--- config.mk ---
export PLATFORM = sky130hd
export DESIGN_NAME = wpac_cos_idx
export DESIGN_NICKNAME = d
export VERILOG_FILES = /design/src/rtl/wpac_pkg.sv /design/src/rtl/wpac_cos_idx.sv
export SDC_FILE = /design/constraint.sdc
export NUM_CORES = 1
export LEC_CHECK = 0
export CAP_MARGIN = 20
export CELL_PAD_IN_SITES_DETAIL_PLACEMENT = 1
export CELL_PAD_IN_SITES_GLOBAL_PLACEMENT = 1
export CORE_UTILIZATION = 57
export CTS_CLUSTER_DIAMETER = 60
export CTS_CLUSTER_SIZE = 20
export DETAILED_ROUTE_END_ITERATION = 7
export DONT_BUFFER_PORTS = 1
export HOLD_SLACK_MARGIN = 0.03
export PLACE_DENSITY_LB_ADDON = 0.08
export SETUP_SLACK_MARGIN = 0.02
export SYNTH_ARGS = -nofsm -noshare
export SYNTH_HDL_FRONTEND = slang
export SYNTH_SLANG_ARGS = --single-unit
--- constraint.sdc ---
create_clock -name clk_i -period 17.3 [get_ports clk_i]
set_input_delay 0.865 -clock clk_i [delete_from_list [all_inputs] [get_ports clk_i]]
set_output_delay 0.865 -clock clk_i [all_outputs]
set_load 0.01 [all_outputs]
--- src/rtl/wpac_pkg.sv ---
`timescale 1ns / 1ps

package wpac_pkg;

  // Number of register stages from the input capture to the output register.
  localparam int NumStg = 7;

  // Field widths.
  localparam int LatW  = 31;
  localparam int LngW  = 32;
  localparam int ThrW  = 16;
  localparam int CfgW  = 32;

  // Magnitudes of the latitude and longitude differences, and the mean latitude.
  localparam int AW    = LatW + 1;
  localparam int BW    = LngW + 1;
  localparam int MeanW = LatW;

  // Cosine samples are Q1.15 and never exceed 32767.
  localparam int CosW  = 15;

  // Units of 1e-7 degree in one quarter turn.
  localparam longint QuarterTurn = 64'd900000000;

  // One stage enable per pipeline register, bit k for stage k.
  typedef logic [NumStg-1:0] stg_vec_t;

  // Register indexes of the configuration port.
  typedef enum logic [1:0] {
    CfgTargetLat   = 2'd0,
    CfgTargetLng   = 2'd1,
    CfgTargetValid = 2'd2,
    CfgArrivalThr  = 2'd3
  } cfg_idx_e;

  // Result codes.
  typedef enum logic [3:0] {
    DirN        = 4'd0,
    DirNE       = 4'd1,
    DirE        = 4'd2,
    DirSE       = 4'd3,
    DirS        = 4'd4,
    DirSW       = 4'd5,
    DirW        = 4'd6,
    DirNW       = 4'd7,
    DirArrived  = 4'd8,
    DirNoTarget = 4'd9
  } dir_e;

endpackage

--- src/rtl/wpac_cos_idx.sv ---
`timescale 1ns / 1ps

// Cosine table index from the mean latitude:
// floor(mean * depth / quarter turn), saturated at the last entry.
// Stage 1 multiplies by a reciprocal, stage 2 corrects by one and saturates.
module wpac_cos_idx import wpac_pkg::*; #(
  parameter int unsigned COS_TABLE_DEPTH = 1024,
  localparam int IdxW = $clog2(COS_TABLE_DEPTH)
) (
  input  logic             clk_i,
  input  stg_vec_t         en_i,
  input  logic [MeanW-1:0] mean_i,
  output logic [IdxW-1:0]  idx_o
);

  localparam int     ShiftS = 31;
  localparam longint RecipK = ((longint'(1) << ShiftS) * COS_TABLE_DEPTH) / QuarterTurn;
  localparam int     KW     = $clog2(RecipK + 1);
  localparam int     DW     = $clog2(COS_TABLE_DEPTH + 1);
  localparam longint QMax   = ((longint'(1) << 30) * COS_TABLE_DEPTH) / QuarterTurn;
  localparam int     QW     = $clog2(QMax + 2);
  localparam int     MkW    = MeanW + KW;
  localparam int     MdW    = MeanW + DW;
  localparam int     CmpW   = MdW + 1;

  logic [MkW-1:0]  mk_q;
  logic [MdW-1:0]  md_q;
  logic [QW-1:0]   q0;
  logic [QW-1:0]   q1;
  logic [QW-1:0]   qc;
  logic [CmpW-1:0] prod;
  logic [IdxW-1:0] idx_q;

  // Reciprocal estimate and exact numerator.
  always_ff @(posedge clk_i) begin
    if (en_i[1]) begin
      mk_q <= MkW'(mean_i) * MkW'(RecipK);
      md_q <= MdW'(mean_i) * MdW'(COS_TABLE_DEPTH);
    end
  end

  // The estimate is the true quotient or one below it.
  always_comb begin
    q0   = QW'(mk_q >> ShiftS);
    q1   = q0 + QW'(1);
    prod = CmpW'(q1) * CmpW'(QuarterTurn);
    qc   = (CmpW'(md_q) >= prod) ? q1 : q0;
  end

  // Saturate past the pole.
  always_ff @(posedge clk_i) begin
    if (en_i[2]) begin
      if (qc >= QW'(COS_TABLE_DEPTH)) begin
        idx_q <= IdxW'(COS_TABLE_DEPTH - 1);
      end else begin
        idx_q <= IdxW'(qc);
      end
    end
  end

  assign idx_o = idx_q;

endmodule

==> flow_summary.toml, run 1 <==
[worst_setup_path]
critPathMaxFanout = 11
crit_required_ns = 17.40
ff2ff_path_depth = 27
crit_type = "flip-flop to flip-flop"
worst_setup_path_end_kind = "flip-flop"
start_kind = "flip-flop"
cp.arrival_ns = 9.93

[worst_hold_path]
holdCritPathClass = "primary input to flip-flop"
hold_depth = 0

[timing]
worst_slew_pin_slew_ns = 1.12
clock_skew_ns = 0.0185
fin_tns_setup_ns = 0
timing.final.crit_share_pct = 56.8
rsz0062_at_grt = "no"
max_freq_mhz = 102
slew_violations = 0
period_needed_ns = 9.82
slew_headroom_pct = 24.5
hold_viol = 0
setup_violations = 0
setup_ws_ns = 7.48

[cts]
cts_buffers = 5
holdBufCountCts = 0
cts_tree = "done"
cts_sinks = 52
clk_pin_slew_ns = 0.09
clk_latency_ns = 0.31
h-tree-depth = 2
post_cts_buffers = 0
root_buffer = "clkbuf_16"
clk_path_buf_depth = 2
cts_resized = 0

[run]
maxCapViolCount = 0

[detailed_routing]
wl_um = 35100
dr_total_vias = 9703
drc = 0
dr.pass1.iters = 5
final_antenna_net_count = 0
dr.first_iter.drc_count = 394
viasPerCell = 5.81
routedWlPerCell_um = 21.0

[die]
initial_core_util_pct = 58.8
core-area_um2 = 22100
die_x_um = 153
die_h_um = 153
rows = 54
num_io_pins = 49
die_area_um2 = 23400

[logic_synthesis]
yosysTopAreaCell = "ha_1"
synth-edff-count = 52
synth_top_area_share_pct = 27.0
yosysSeqAreaShare_pct = 12.0
synth_flop_cell = "edfxtp_1"
synth_area_leaders = "ha_1, fa_1, edfxtp_1"
synth.distinct_cells = 63
ys_ff_latch = 52
synth_warnings = 0
async_flop_share_pct = 0
yosysMostFrequentCell = "inv_1"
synth.net_count = 1880
synthTopCellsByCount = "inv_1, ha_1, fa_1"
netlist_area_um2 = 13000
avgSynthCellArea_um2 = 9.37
synthCells = 1387

[status]
status = "finished clean"

[placed_design]
gp_congestion = 0.907
dp_slack_ns = 7.70
placed_cell_area_um2 = 13300
port_buffers = 0
hpwl_um = 31100

[layout]
syn2layout_area_growth_pct = 3.83
final_cell_area_um2 = 13500
nets = 1882
multi_input_area_um2 = 9940
regArea_um2 = 1560
n_antenna_cell = 0
nFillCells = 2566
drive_gt1_share_pct = 1.80

[global_routing]
grt_max_degree = 43
grt_usage_pct = 31.6
grt_overflow_total = 0
grt_pass1_wl_um = 56600
first_global_vias = 10868
antenna_found_initial = 0
## worst max-delay path, stage by stage (launching register included)
cell and delay, ns:
edfxtp_1 0.59, ha_1 0.33, nand2_1 0.12, nor4_1 0.38, xor2_2 0.67, inv_1 0.38
fa_1 0.62, inv_1 0.06, fa_1 0.46, fa_1 0.53, fa_1 0.56, fa_1 0.59
inv_1 0.06, ha_1 0.37, a21oi_1 0.18, o21bai_1 0.09, o311a_1 0.32, a2111oi_2 0.57
nor3_1 0.13, or4b_1 0.52, o211ai_1 0.12, ha_1 0.18, nand4_1 0.07, or2_2 0.32
or3_1 0.31, o22ai_1 0.34, or2_2 0.35, mux2i_1 0.38
## through the flow
stage	hold slack (ns)	std cells	util, %
2_1_floorplan	0.629	1387	-
3_3_place_gp	0.749	1662	60.4
3_5_place_dp	0.712	1662	60.4
4_1_cts	0.643	1670	61.1
5_1_grt	0.640	1670	61.1
6_report	0.644	1670	61.1
## flip-flops by register name, summed over array words and instances, names as in the netlist
signal,count
idx_o,10
md_q,30
mk_q,12
## per-layer routing
| layer | vias to the layer above | track usage, % | part of all wire, % |
|---|---|---|---|
| met2 | 197 | 58.6 | 52 |
| met1 | 4890 | 37.4 | 40 |
| li1 | 4535 | - | - |
| met5 | - | 0 | 0 |
| met4 | 0 | 11.6 | 3.5 |
| met3 | 81 | 3.80 | 3.6 |
## final cells by class
cell class              instances  area share (%)
repair buffers                  5           0.278
multi-input cells             937            73.6
flip-flops and latches         52            11.6
inverters                     388            10.8
clock inverters                 3           0.185
clock buffers                   5           0.927
well taps                     280            2.60
## cells in the final DEF, fill, tap and decap left out, types with 3 or more instances in the layout
| cell type | netlist | routed |
|---|---|---|
| o21bai_1 | 5 | 5 |
| edfxtp_1 | 52 | 52 |
| clkbuf_16 | 0 | 5 |
| nor2b_1 | 9 | 9 |
| o21a_1 | 4 | 4 |
| o22ai_1 | 3 | 3 |
| o41ai_1 | 3 | 3 |
| a31oi_1 | 9 | 9 |
| a311oi_1 | 3 | 3 |
| mux2i_1 | 11 | 11 |
| inv_1 | 388 | 388 |
| xnor2_1 | 30 | 30 |
| and3_1 | 10 | 10 |
| fa_1 | 174 | 174 |
| or3_1 | 3 | 3 |
| xor2_1 | 18 | 18 |
| nor4b_1 | 3 | 3 |
| or2_2 | 5 | 5 |
| nor3_1 | 16 | 16 |
| o21ai_0 | 45 | 45 |
| buf_4 | 0 | 5 |
| a221oi_1 | 3 | 3 |
| a21o_1 | 22 | 22 |
| nand2_1 | 57 | 57 |
| nand2b_1 | 9 | 9 |
| nor4_1 | 4 | 4 |
| and2_1 | 3 | 3 |
| a21oi_1 | 65 | 65 |
| a221o_1 | 3 | 3 |
| ha_1 | 280 | 280 |
| nand4_1 | 14 | 14 |
| nand3_1 | 17 | 17 |
| o211ai_1 | 8 | 8 |
| nor3b_1 | 4 | 4 |
| o311a_1 | 4 | 4 |
| nor2_1 | 50 | 50 |
| a22oi_1 | 3 | 3 |
| a211oi_1 | 7 | 7 |
## cells by family after synthesis
kind of cell | count (synthesis) | share of synthesized area (%)
adders and majority gates | 454 | 53.8
DFF | 52 | 12.0
and+or+nand+nor | 214 | 8.22
buffers and inverters | 398 | 11.5
muxes | 12 | 0.934
AOI/OAI and AO/OA | 208 | 10.2
xor gates and xnor gates | 49 | 3.36
## final timing paths
kind | from | endpoint | slack, ns
hold reg to reg | mk_q[38]$_DFFE_PP_ | idx_o[7]$_SDFFCE_PP1P_ | 0.74
setup reg to reg | mk_q[31]$_DFFE_PP_ | idx_o[3]$_SDFFCE_PP1P_ | 7.48
hold / removal | mean_i[24] | md_q[34]$_DFFE_PP_ | 0.64
setup / recovery | mk_q[31]$_DFFE_PP_ | idx_o[3]$_SDFFCE_PP1P_ | 7.48
Power of run 1 is not shown: default switching activity piles up to over one toggle a cycle in this logic, so the estimate is an artifact.
==> run 2: changes to the inputs <==
- CORE_UTILIZATION: 57 -> 48
- clock period: 17.3 -> 8.7 ns (I/O delays scaled with it)
==> flow_summary.toml, run 2 (same netlist as run 1, synthesis figures left out) <==
[status]
status = "finished clean"

[global_routing]
grt_max_degree = 43
antenna_found_initial = 0
first_global_vias = 10673
grt_pass1_wl_um = 55500
grt_usage_pct = 25.6
grt_overflow_total = 0

[cts]
cts_buffers = 5
post_cts_buffers = 0
cts_tree = "done"
clk_path_buf_depth = 2
root_buffer = "clkbuf_16"
clk_latency_ns = 0.29
cts_resized = 0
h-tree-depth = 2
clk_pin_slew_ns = 0.06
cts_sinks = 52
holdBufCountCts = 0

[worst_setup_path]
start_kind = "flip-flop"
cp.arrival_ns = 8.27
crit_slowest_cell = "fa_1"
worst_setup_path_end_kind = "flip-flop"
crit_type = "flip-flop to flip-flop"
crit_top_cell = "ha_1"
cpPeakStageDelay_ns = 0.55
crit_required_ns = 8.84
critPathMaxFanout = 10

[timing]
worst_slew_pin_slew_ns = 0.780
hold_viol = 0
setup_ws_ns = 0.568
setup_violations = 0
rsz0062_at_grt = "no"
slew_headroom_pct = 47.3
fin_tns_setup_ns = 0
clock_skew_ns = 0.00287
slew_violations = 0
period_needed_ns = 8.13
max_freq_mhz = 123
timing.final.crit_share_pct = 93.5

[die]
rows = 59
die_x_um = 167
die_area_um2 = 27700
initial_core_util_pct = 49.4
core-area_um2 = 26300
die_h_um = 167
num_io_pins = 49

[detailed_routing]
final_antenna_net_count = 0
dr.first_iter.drc_count = 331
dr_total_vias = 9450
routedWlPerCell_um = 19.5
dr.pass1.iters = 6
wl_um = 33800
viasPerCell = 5.45
drc = 0

[placed_design]
gp_congestion = 0.896
port_buffers = 0
hpwl_um = 30300
dp_slack_ns = 0.517

[layout]
nFillCells = 3036
regMostFlops = "md_q"
syn2layout_area_growth_pct = 4.90
final_cell_mix = "inv_1, ha_1, fa_1, a21oi_1, nand2_1"
largest_reg_flops = 30
nets = 1891
n_antenna_cell = 0
final_common_cell = "inv_1"
drive_gt1_share_pct = 2.50
final_util_pct = 51.9

[worst_hold_path]
holdCritPathClass = "primary input to flip-flop"

[run]
maxCapViolCount = 0
## run 2: metal layers
layer | routed length, um | GRT usage [%]
met2 | 17900 | 48.6
met1 | 14900 | 32.0
met4 | 452 | 4.99
met5 | 0 | 0
met3 | 504 | 1.35
## run 2: cell type report
class / count / area [um^2] / share of cell area [%]
clock buffer: 5 / 125 / 0.918
clock inverter: 3 / 18.8 / 0.138
inverter: 388 / 1460 / 10.7
multi-input combinational: 937 / 9950 / 73.0
sequential: 52 / 1560 / 11.5
tap: 335 / 419 / 3.07
timing repair buffer: 14 / 105 / 0.771
## run 2: metrics by stage
step | hold WS, ns | instances | area, um^2
4_1_cts | 0.227 | 1734 | 13600
6_report | 0.235 | 1734 | 13600
3_5_place_dp | 0.534 | 1726 | 13500
5_1_grt | 0.224 | 1734 | 13600
3_3_place_gp | 0.534 | 1726 | 13500
2_1_floorplan | 0.534 | 1387 | 13000
## run 2: path summary, 6_finish.rpt
check	startpoint	to	slack (ns)	cells past startpoint
min reg2reg	mk_q[39]$_DFFE_PP_	idx_o[8]$_SDFFCE_PP1P_	0.71	2
max	mk_q[31]$_DFFE_PP_	idx_o[4]$_SDFFCE_PP1P_	0.57	26
min	mean_i[9]	md_q[19]$_DFFE_PP_	0.24	0
max reg2reg	mk_q[31]$_DFFE_PP_	idx_o[4]$_SDFFCE_PP1P_	0.57	26
## run 2: critical path, delay by kind of cell (launching register included)
family | cells | cell delay, ns
AO/OA/AOI/OAI | 5 | 1.18
multiplexers | 1 | 0.22
XOR/XNOR | 1 | 0.52
adder cells (fa/ha/maj) | 8 | 3.11
AND/OR/NAND/NOR | 8 | 2.25
flip-flops | 1 | 0.40
buffers and inverters | 3 | 0.31
Power of run 2 is left out for the same reason.
==> run 3: changes to the inputs <==
- PLACE_DENSITY: not set -> 0.77
- PLACE_DENSITY_LB_ADDON: 0.08 -> not set
==> flow_summary.toml, run 3 (same netlist as run 1, synthesis figures left out) <==
[die]
core-area_um2 = 26300
die_area_um2 = 27700
rows = 59
die_x_um = 167
die_h_um = 167
initial_core_util_pct = 49.4
num_io_pins = 49

[cts]
clk_pin_slew_ns = 0.08
cts_buffers = 5
post_cts_buffers = 0
cts_sinks = 52
cts_tree = "done"
root_buffer = "clkbuf_16"
h-tree-depth = 2
clk_path_buf_depth = 2
clk_latency_ns = 0.29

[detailed_routing]
viasPerCell = 5.51
dr_total_vias = 9540
routedWlPerCell_um = 19.8
dr.first_iter.drc_count = 388
dr.pass1.iters = 7
wl_um = 34300
drc = 2
final_antenna_net_count = 0

[layout]
regMostFlops = "md_q"
n_antenna_cell = 0
syn2layout_area_growth_pct = 5.02
final_cell_mix = "inv_1, ha_1, fa_1, a21oi_1, nand2_1"
nets = 1889
largest_reg_flops = 30
drive_gt1_share_pct = 2.51
final_common_cell = "inv_1"

[timing]
period_needed_ns = 8.18
max_freq_mhz = 122
slew_headroom_pct = 49.1
slew_violations = 0
worst_slew_pin_slew_ns = 0.758
setup_violations = 0
clock_skew_ns = 0.00964
fin_tns_setup_ns = 0
rsz0062_at_grt = "no"
timing.final.crit_share_pct = 94.0
hold_viol = 0

[status]
status = "finished with violations"
violations = "DRC"

[global_routing]
grt_overflow_total = 0
first_global_vias = 10808
grt_max_degree = 43
antenna_found_initial = 0
grt_pass1_wl_um = 56200
grt_usage_pct = 25.8

[worst_hold_path]
holdCritPathClass = "primary input to flip-flop"

[worst_setup_path]
cpPeakStageDelay_ns = 0.54
crit_type = "flip-flop to flip-flop"
cp.arrival_ns = 8.31
start_kind = "flip-flop"
worst_setup_path_end_kind = "flip-flop"
critPathMaxFanout = 10
crit_required_ns = 8.84
crit_top_cell = "inv_1"
r2r_slack_ns = 0.52
crit_slowest_cell = "fa_1"

[placed_design]
gp_congestion = 0.903
port_buffers = 0
hpwl_um = 30800

[run]
maxCapViolCount = 0
-- run 3: final timing paths --
| check | startpoint | cells past startpoint | endpoint |
|---|---|---|---|
| worst max-delay path | mk_q[31]$_DFFE_PP_ | 30 | idx_o[8]$_SDFFCE_PP1P_ |
| worst min-delay path | mean_i[27] | 0 | md_q[37]$_DFFE_PP_ |
| worst max register to register | mk_q[31]$_DFFE_PP_ | 30 | idx_o[8]$_SDFFCE_PP1P_ |
| worst min register to register | mk_q[40]$_DFFE_PP_ | 2 | idx_o[9]$_SDFFCE_PP1P_ |
-- run 3: area by class of cell --
type	count	area (um^2)
clock inverters	3	28.8
inverters	388	1460
well taps	335	419
fillers	3066	12600
clock buffers	5	125
repair buffers	12	90.1
flip-flops and latches	52	1560
multi-input cells	937	9970
-- run 3: repair_timing --
item | in CTS | in global routing
hold buffers | 0 | 0
resized for setup | 0 | 4
endpoints found under the setup margin | 0 | 10
-- run 3: worst max-delay path, delay by kind of cell, from the launching register on --
| family | cells | cell delay, ns |
|---|---|---|
| adder cells (fa/ha/maj) | 7 | 3.01 |
| AND/OR/NAND/NOR | 11 | 2.63 |
| AO/OA/AOI/OAI | 3 | 0.80 |
| buffers and inverters | 7 | 0.75 |
| flip-flops | 1 | 0.35 |
| multiplexers | 1 | 0.26 |
| XOR/XNOR | 1 | 0.19 |
-- run 3: stage by stage --
stage | util, % | setup WS, ns | hold WS, ns | instances | cell area, um^2
floorplan | - | 0.803 | 0.534 | 1387 | 13000
global placement | 51.2 | 0.496 | 0.534 | 1724 | 13500
detailed placement | 51.2 | 0.332 | 0.534 | 1724 | 13500
CTS | 51.8 | 0.283 | 0.225 | 1732 | 13600
global route | 51.9 | 0.110 | 0.224 | 1732 | 13600
finish | 51.9 | 0.523 | 0.231 | 1732 | 13600
-- run 3: metal layers --
layer | global-route usage (%) | vias to the layer above | wire length (um)
met5 | 0 | - | 0
met4 | 7.25 | 0 | 881
met3 | 1.02 | 48 | 618
met2 | 49.4 | 142 | 18500
met1 | 31.3 | 4803 | 14400
li1 | - | 4547 | -
Power of run 3 is left out for the same reason.
